==> config.mk <==
export PLATFORM = sky130hd
export DESIGN_NAME = ptp_layer2_frame_filter
export DESIGN_NICKNAME = d
export VERILOG_FILES = /design/src/hw/rtl/ptpl2ff_pkg.sv /design/src/hw/rtl/ptp_layer2_frame_filter.sv
export VERILOG_INCLUDE_DIRS = /design/src /design/src/hw/rtl
export SDC_FILE = /design/constraint.sdc
export NUM_CORES = 1
export LEC_CHECK = 0
export BUFFER_PORTS_ARGS = -buffer_cell sky130_fd_sc_hd__buf_4
export CORE_ASPECT_RATIO = 0.9
export CORE_UTILIZATION = 44
export CTS_CLUSTER_DIAMETER = 120
export DETAILED_ROUTE_END_ITERATION = 12
export HOLD_SLACK_MARGIN = 0.02
export PLACE_DENSITY_LB_ADDON = 0.12
export SLEW_MARGIN = 10
export SYNTH_ARGS = -nofsm -noshare
export SYNTH_HDL_FRONTEND = slang
export SYNTH_SLANG_ARGS = --single-unit
==> constraint.sdc <==
create_clock -name i_clk -period 10.8 [get_ports i_clk]
set_clock_uncertainty 0.15 [all_clocks]
set_input_delay 2.7 -clock i_clk [delete_from_list [all_inputs] [get_ports i_clk]]
set_output_delay 2.7 -clock i_clk [all_outputs]
set_load 0.05 [all_outputs]
==> src/hw/rtl/ptp_layer2_frame_filter_defines.svh <==
// ----------------------------------------------------------------------------
// PTP layer-2 frame filter assertion macros
// Concurrent assertion helpers shared by the filter RTL, clocked on i_clk and
// disabled while i_rst_n is low. Defining NO_ASSERTIONS empties them.
// ----------------------------------------------------------------------------
`ifndef PTP_LAYER2_FRAME_FILTER_DEFINES_SVH
`define PTP_LAYER2_FRAME_FILTER_DEFINES_SVH

`ifndef NO_ASSERTIONS

// Same-cycle implication.
`define PTPFF_ASSERT_NOW(lbl, ante, cons, msg) \
    lbl: assert property (@(posedge i_clk) disable iff (!i_rst_n) \
        (ante) |-> (cons)) else $error(msg);

// Next-cycle implication.
`define PTPFF_ASSERT_NEXT(lbl, ante, cons, msg) \
    lbl: assert property (@(posedge i_clk) disable iff (!i_rst_n) \
        (ante) |=> (cons)) else $error(msg);

`else

`define PTPFF_ASSERT_NOW(lbl, ante, cons, msg)
`define PTPFF_ASSERT_NEXT(lbl, ante, cons, msg)

`endif

`endif

==> src/hw/rtl/ptpl2ff_pkg.sv <==
// ----------------------------------------------------------------------------
// PTP layer-2 frame filter package
// Payload types, verdict codes, register indices and the fixed constants of
// the IEEE 1588 Annex F Ethernet transport.
// ----------------------------------------------------------------------------
package ptpl2ff_pkg;

    localparam int LEN_W = 14;

    typedef struct packed {
        logic [7:0] data_byte;
        logic       last_byte;
    } t_in_item;

    typedef struct packed {
        logic [2:0]       verdict;
        logic             to_peer_address;
        logic             vlan_tagged;
        logic [15:0]      ether_type;
        logic [4:0]       payload_offset;
        logic [6:0]       payload_length;
        logic [LEN_W-1:0] frame_length;
    } t_out_item;

    // Verdict codes.
    localparam logic [2:0] VERDICT_ACCEPT     = 3'd0;
    localparam logic [2:0] VERDICT_TOO_LONG   = 3'd1;
    localparam logic [2:0] VERDICT_TOO_SHORT  = 3'd2;
    localparam logic [2:0] VERDICT_WRONG_ADDR = 3'd3;
    localparam logic [2:0] VERDICT_WRONG_TYPE = 3'd4;

    // Configuration register indices.
    localparam int CFG_IDX_W = 2;
    localparam logic [CFG_IDX_W-1:0] CFG_MIN_FRAME_LEN = 2'd0;
    localparam logic [CFG_IDX_W-1:0] CFG_MAX_FRAME_LEN = 2'd1;

    localparam logic [LEN_W-1:0] MIN_LEN_RESET = 14'd60;
    localparam logic [LEN_W-1:0] MAX_LEN_RESET = 14'd1518;
    localparam logic [LEN_W-1:0] COUNT_MAX     = 14'h3FFF;

    localparam logic [15:0] TYPE_VLAN = 16'h8100;
    localparam logic [15:0] TYPE_PTP  = 16'h88F7;

    localparam logic [4:0] HDR_UNTAGGED = 5'd14;
    localparam logic [4:0] HDR_TAGGED   = 5'd18;

    // Byte positions of the EtherType fields.
    localparam logic [LEN_W-1:0] POS_OUTER_HI = 14'd12;
    localparam logic [LEN_W-1:0] POS_OUTER_LO = 14'd13;
    localparam logic [LEN_W-1:0] POS_INNER_HI = 14'd16;
    localparam logic [LEN_W-1:0] POS_INNER_LO = 14'd17;
    localparam logic [LEN_W-1:0] MAC_BYTES    = 14'd6;

    // Multicast addresses, element 0 is the first byte on the wire.
    localparam logic [5:0][7:0] PEER_MAC =
        {8'h0E, 8'h00, 8'h00, 8'hC2, 8'h80, 8'h01};
    localparam logic [5:0][7:0] DFLT_MAC =
        {8'h00, 8'h00, 8'h00, 8'h19, 8'h1B, 8'h01};

endpackage

==> src/hw/rtl/ptp_layer2_frame_filter.sv <==
// ----------------------------------------------------------------------------
// PTP layer-2 receive frame filter
// Classifies a received Ethernet frame, streamed one byte per transfer, as a
// PTP-over-Ethernet frame or not, and reports header offset and lengths.
// ----------------------------------------------------------------------------
//
//   Channel | Direction | Handshake               | Payload
//   --------+-----------+-------------------------+-------------------------
//   in      | input     | i_in_valid / o_in_ready | t_in_item  (byte, last)
//   out     | output    | o_out_valid/ i_out_ready| t_out_item (verdict ...)
//   cfg     | input     | i_cfg_valid/ o_cfg_ready| index + 14-bit length
//
// One byte is taken every cycle while o_in_ready is high. The running
// frame state (byte counter, address match flags and the two EtherType
// fields) is updated from each byte in the cycle it is accepted; on the
// final byte the verdict is worked out in that same cycle and loaded into
// the result register, so a frame's result is presented in the cycle
// after its last byte is transferred. The input is ready whenever the
// result register is empty or its result is taken in the same cycle, so a
// waiting result that the receiver holds off stalls every byte, final or
// not. Reset (synchronous, active low) restores the length limits to 60
// and 1518 and clears the frame state; the config port is always ready.
//
module ptp_layer2_frame_filter #(
    parameter int RECV_WINDOW = 128
) (
    input  logic                   i_clk,
    input  logic                   i_rst_n,

    input  logic                   i_in_valid,
    output logic                   o_in_ready,
    input  ptpl2ff_pkg::t_in_item  i_in_data,

    output logic                   o_out_valid,
    input  logic                   i_out_ready,
    output ptpl2ff_pkg::t_out_item o_out_data,

    input  logic                                i_cfg_valid,
    output logic                                o_cfg_ready,
    input  logic [ptpl2ff_pkg::CFG_IDX_W-1:0]   i_cfg_index,
    input  logic [ptpl2ff_pkg::LEN_W-1:0]       i_cfg_data
);
    import ptpl2ff_pkg::*;

`include "ptp_layer2_frame_filter_defines.svh"

    // The receive buffer window as a length value.
    localparam logic [LEN_W-1:0] WIN_LEN = LEN_W'(RECV_WINDOW);

    // Length limits written through the config port.
    logic [LEN_W-1:0] r_min_len;
    logic [LEN_W-1:0] r_max_len;

    // Per-frame state.
    logic [LEN_W-1:0] r_count,      n_count;
    logic             r_peer_match, n_peer_match;
    logic             r_dflt_match, n_dflt_match;
    logic [15:0]      r_outer_type, n_outer_type;
    logic [15:0]      r_inner_type, n_inner_type;

    // Result register.
    logic      r_out_valid, n_out_valid;
    t_out_item r_out_data,  n_out_data;

    logic in_accept;
    logic frame_end;

    // Verdict terms.
    logic             is_tagged;
    logic [15:0]      sel_type;
    logic [LEN_W-1:0] win_len;
    logic [2:0]       verdict;
    logic [4:0]       offset;

    assign o_cfg_ready = 1'b1;
    assign o_in_ready  = !r_out_valid || i_out_ready;
    assign in_accept   = i_in_valid && o_in_ready;
    assign frame_end   = in_accept && i_in_data.last_byte;

    assign o_out_valid = r_out_valid;
    assign o_out_data  = r_out_data;

    // ------------------------------------------------------------------
    // Configuration registers. Writes to unused indices are dropped.
    // ------------------------------------------------------------------
    always_ff @(posedge i_clk) begin
        if (!i_rst_n) begin
            r_min_len <= MIN_LEN_RESET;
            r_max_len <= MAX_LEN_RESET;
        end else if (i_cfg_valid) begin
            case (i_cfg_index)
                CFG_MIN_FRAME_LEN: r_min_len <= i_cfg_data;
                CFG_MAX_FRAME_LEN: r_max_len <= i_cfg_data;
                default: ;
            endcase
        end
    end

    // ------------------------------------------------------------------
    // Frame state update from the accepted byte. The byte position is the
    // count before this byte; the counter sticks at its maximum.
    // ------------------------------------------------------------------
    always_comb begin
        n_peer_match = r_peer_match;
        n_dflt_match = r_dflt_match;
        n_outer_type = r_outer_type;
        n_inner_type = r_inner_type;
        n_count      = (r_count != COUNT_MAX) ? r_count + LEN_W'(1) : r_count;

        if (r_count < MAC_BYTES) begin
            if (i_in_data.data_byte != PEER_MAC[r_count[2:0]]) begin
                n_peer_match = 1'b0;
            end
            if (i_in_data.data_byte != DFLT_MAC[r_count[2:0]]) begin
                n_dflt_match = 1'b0;
            end
        end else if (r_count == POS_OUTER_HI) begin
            n_outer_type[15:8] = i_in_data.data_byte;
        end else if (r_count == POS_OUTER_LO) begin
            n_outer_type[7:0] = i_in_data.data_byte;
        end else if (r_count == POS_INNER_HI) begin
            n_inner_type[15:8] = i_in_data.data_byte;
        end else if (r_count == POS_INNER_LO) begin
            n_inner_type[7:0] = i_in_data.data_byte;
        end
    end

    // ------------------------------------------------------------------
    // Verdict, taken from the state as it stands after the final byte.
    // The user must keep the window at least 18 bytes (the block does not check
    // this), so the header-length checks can be made against the frame length.
    // ------------------------------------------------------------------
    assign win_len   = (n_count < WIN_LEN) ? n_count : WIN_LEN;
    assign is_tagged = (n_outer_type == TYPE_VLAN);
    assign sel_type  = is_tagged ? n_inner_type : n_outer_type;
    assign offset    = is_tagged ? HDR_TAGGED : HDR_UNTAGGED;

    always_comb begin
        if (n_count > r_max_len) begin
            verdict = VERDICT_TOO_LONG;
        end else if (n_count < r_min_len || n_count < LEN_W'(HDR_UNTAGGED)) begin
            verdict = VERDICT_TOO_SHORT;
        end else if (!n_peer_match && !n_dflt_match) begin
            verdict = VERDICT_WRONG_ADDR;
        end else if (is_tagged && n_count < LEN_W'(HDR_TAGGED)) begin
            verdict = VERDICT_TOO_SHORT;
        end else if (sel_type != TYPE_PTP) begin
            verdict = VERDICT_WRONG_TYPE;
        end else begin
            verdict = VERDICT_ACCEPT;
        end
    end

    always_comb begin
        n_out_data.verdict      = verdict;
        n_out_data.frame_length = n_count;
        if (verdict == VERDICT_ACCEPT) begin
            n_out_data.to_peer_address = n_peer_match;
            n_out_data.vlan_tagged     = is_tagged;
            n_out_data.ether_type      = sel_type;
            n_out_data.payload_offset  = offset;
            n_out_data.payload_length  = win_len[6:0] - {2'b00, offset};
        end else begin
            n_out_data.to_peer_address = 1'b0;
            n_out_data.vlan_tagged     = 1'b0;
            n_out_data.ether_type      = 16'h0000;
            n_out_data.payload_offset  = 5'd0;
            n_out_data.payload_length  = 7'd0;
        end
    end

    always_comb begin
        if (frame_end) begin
            n_out_valid = 1'b1;
        end else if (i_out_ready) begin
            n_out_valid = 1'b0;
        end else begin
            n_out_valid = r_out_valid;
        end
    end

    // ------------------------------------------------------------------
    // Registers. The frame state returns to its cleared form after the
    // final byte, ready for the next frame in the following cycle.
    // ------------------------------------------------------------------
    always_ff @(posedge i_clk) begin
        if (!i_rst_n) begin
            r_count      <= '0;
            r_peer_match <= 1'b1;
            r_dflt_match <= 1'b1;
            r_outer_type <= '0;
            r_inner_type <= '0;
            r_out_valid  <= 1'b0;
        end else begin
            r_out_valid <= n_out_valid;
            if (frame_end) begin
                r_count      <= '0;
                r_peer_match <= 1'b1;
                r_dflt_match <= 1'b1;
                r_outer_type <= '0;
                r_inner_type <= '0;
            end else if (in_accept) begin
                r_count      <= n_count;
                r_peer_match <= n_peer_match;
                r_dflt_match <= n_dflt_match;
                r_outer_type <= n_outer_type;
                r_inner_type <= n_inner_type;
            end
        end
    end

    always_ff @(posedge i_clk) begin
        if (frame_end) begin
            r_out_data <= n_out_data;
        end
    end

    // ------------------------------------------------------------------
    // Assertions.
    // ------------------------------------------------------------------
    `PTPFF_ASSERT_NOW(a_result_from_last, o_out_valid && !$past(o_out_valid), $past(frame_end), "result appeared without a final byte")
    `PTPFF_ASSERT_NEXT(a_frame_cleared, frame_end, r_count == '0 && r_peer_match && r_dflt_match, "frame state not cleared after final byte")
    `PTPFF_ASSERT_NOW(a_accept_offset, o_out_valid && o_out_data.verdict == VERDICT_ACCEPT, o_out_data.payload_offset == HDR_UNTAGGED || o_out_data.payload_offset == HDR_TAGGED, "accepted frame with bad payload offset")
    `PTPFF_ASSERT_NOW(a_reject_clean, o_out_valid && o_out_data.verdict != VERDICT_ACCEPT, o_out_data.ether_type == 16'h0000 && o_out_data.payload_offset == 5'd0 && !o_out_data.vlan_tagged, "rejected frame carries header fields")

endmodule
==> flow_summary.ini <==
[status]
outcome = finished, final reports clean

[timing]
setup_ws_ns = 4.78
drv_slew = 0
fin_tns_setup_ns = 0
fin_crit_sh_pct = 55.8
fmax_ghz = 0.166
final_hold_viol_count = 0
slew_headroom_pct = 23.2
rsz0062_at_grt = no
final-setup-viol-count = 0
worst_pin_slew_ns = 1.15
fin_crit_ns = 6.02

[cts]
clk_pin_slew_ns = 0.05
cts_root_buffer = clkbuf_16
cts-hold-fix-buffers = 0
clock_latency_ns = 0.42
clockBufferDepth = 2
h-tree-depth = 4
cts.repair.resized = 0
cts_setup_buffers = 0
tritoncts = built
clock_sink_count = 128
cts_made_buffers = 17

[pwr]
combPwrFrac_pct = 10.2
p_int_mw = 0.888
p_sw_mw = 0.297
p_clk_share_pct = 45.7
sw_frac_of_total_pct = 25.1
ir_drop_mv = 0.116
power_density_nw_per_um2 = 148
p_leak_nw = 3.10
seqPwrFrac_pct = 44.2

[drt]
drc_errors = 0
avgRoutedWirePerCell_um = 16.2
via_per_inst = 5.44
ant_nets = 0
routed_wl_um = 16400
num_vias = 5506
first_iter_violations = 298
drt_first_pass_iters = 5

[final_layout]
final_common_cell = nand2_1
final_cells = 1012
multiInputGateArea_sq_um = 3440
seq_area_sq_um = 3000
n_antenna_cell = 0
layout_common_cells = 117 x nand2_1, 84 x dfxtp_1, 80 x buf_4, 60 x nor2_1, 44 x edfxtp_1
nNetsFinal = 867
nFillCells = 1349
area_growth_pct = 18.0
layout-drive-gt1-share_pct = 17.4

[setup_path]
rr_worst_depth = 12
reg2reg_setup_slack_ns = 5.17
required_ns = 7.95
critPathMostFrequentCell = buf_4
end_kind = output port
worstPathArrival_ns = 3.17
crit_path_start_kind = primary input
max_stage_delay_ns = 0.20
cp_cell_sequence = buf_4, nand2b_1, buf_4
crit_slowest_cell = buf_4
rr_startpoint = r_count[4]
crit_fanout = 4
crit_type = in2out
r2r_end = o_out_data[18]

[floorplan]
row_count = 42
die_x_um = 133
die_area_sq_um = 15900
core_area_sq_um = 14900
die_h_um = 120
io-pin-count = 80
initial_utilization_pct = 45.6

[synth]
synth-edff-count = 44
avgSynthCellArea_sq_um = 9.19
netlist_area_sq_um = 6790
ys.warnings.count = 0
yosysSeqAreaShare_pct = 44.3
synth_cell_types = 65
synth.ff_latch_count = 128
synthCells = 738
synth_ff_type = dfxtp_1
synthArstFlopShare_pct = 0

[grt]
antenna_found_initial = 0
grt_pass1_wl_um = 26600
grt_usage_pct = 21.6
grt_pass1_vias = 5151
grt_max_degree = 51
grt-ovfl-total = 0

[hold_path]
hold_start = r_outer_type[14]
hold_path_depth = 2
worstHoldEndpoint = r_outer_type[14]
hp-class = reg2reg

[placement]
dpl.hpwl_um = 11700
place_congestion = 0.885
pre_cts_ws_ns = 4.78
portBuffers = 77
placed_cells = 980

[run]
cap_viol_max_count = 0
## critical path: cells and delay by family
family                 cells  cell delay, ns
AND/OR/NAND/NOR            1            0.17
buffers and inverters      2            0.30
## metal layers
| layer | vias to the layer above | wire length (um) | GRT usage [%] |
|---|---|---|---|
| met4 | 0 | 270 | 8.55 |
| li1 | 2719 | - | - |
| met5 | - | 0 | 0 |
| met3 | 23 | 973 | 4.52 |
| met1 | 2583 | 8090 | 31.0 |
| met2 | 181 | 7100 | 31.7 |
## area by class of cell
| cell class | count | area share [%] |
|---|---|---|
| Clock buffer | 19 | 5.41 |
| Sequential cell | 128 | 37.5 |
| Multi-Input combinational cell | 532 | 43.0 |
| Clock inverter | 13 | 1.55 |
| Timing Repair Buffer | 80 | 7.50 |
| Tap cell | 198 | 3.09 |
| Inverter | 42 | 1.97 |
## Yosys cell counts, types with 14 or more instances
cell type	n	share of area (%)
nand3_1	22	1.6
a21oi_1	40	3.0
clkbuf_1	32	1.8
nand2_1	117	6.5
a21boi_0	19	2.1
xnor2_1	14	1.8
ha_1	35	6.5
nor2_1	60	3.3
o21ai_0	17	1.3
edfxtp_1	44	19
mux2i_1	28	4.1
o211ai_1	16	1.8
dfxtp_1	84	25
inv_1	42	2.3
## worst max path at each step
stage,from,end,slack [ns]
after floorplan,i_out_ready,o_in_ready,4.81
after global placement,i_out_ready,o_in_ready,4.78
after detailed placement,i_out_ready,o_in_ready,4.78
after CTS,i_out_ready,o_in_ready,4.77
after global routing,i_out_ready,o_in_ready,4.75
final,i_out_ready,o_in_ready,4.78
## power by group through the flow
| stage | registers (mW) | logic [mW] | clock network, mW |
|---|---|---|---|
| 2_1_floorplan | 0.557 | 0.0572 | 0 |
| 4_1_cts | 0.523 | 0.121 | 0.554 |
| 5_1_grt | 0.525 | 0.131 | 0.575 |
| 3_3_place_gp | 0.533 | 0.118 | 0 |
| 3_5_place_dp | 0.533 | 0.120 | 0 |
| 6_report | 0.523 | 0.121 | 0.541 |
## stage by stage
stage | cell area (sq um) | util [%] | power (mW) | hold WS (ns)
finish | 8010 | 53.9 | 1.19 | 0.300
global route | 8010 | 53.9 | 1.23 | 0.313
CTS | 8010 | 53.9 | 1.20 | 0.302
detailed placement | 7450 | 50.1 | 0.653 | 0.295
global placement | 7450 | 50.1 | 0.651 | 0.285
floorplan | 6810 | - | 0.614 | 0.276
## state kept, by name, summed over array words and instances, names as in the netlist, named ones only
register      flops
o_out_data       44
r_inner_type     16
r_outer_type     16
r_count          14
r_max_len        14
r_min_len        14
o_out_valid       1
r_dflt_match      1
r_peer_match      1
## cells by family (layout without fill, tap and decap cells)
logic type | count (synthesis) | in the layout | share of synthesized area [%]
AND/OR/NAND/NOR | 298 | 298 | 22.6
AO/OA/AOI/OAI | 140 | 140 | 13.8
flip-flops | 128 | 128 | 44.3
buffers and inverters | 85 | 154 | 5.46
adder cells (fa/ha/maj) | 36 | 36 | 6.75
multiplexers | 32 | 32 | 4.85
XOR/XNOR | 17 | 17 | 2.19
other | 2 | 9 | 0.111
Note: power is estimated with default switching activity, not from simulation.
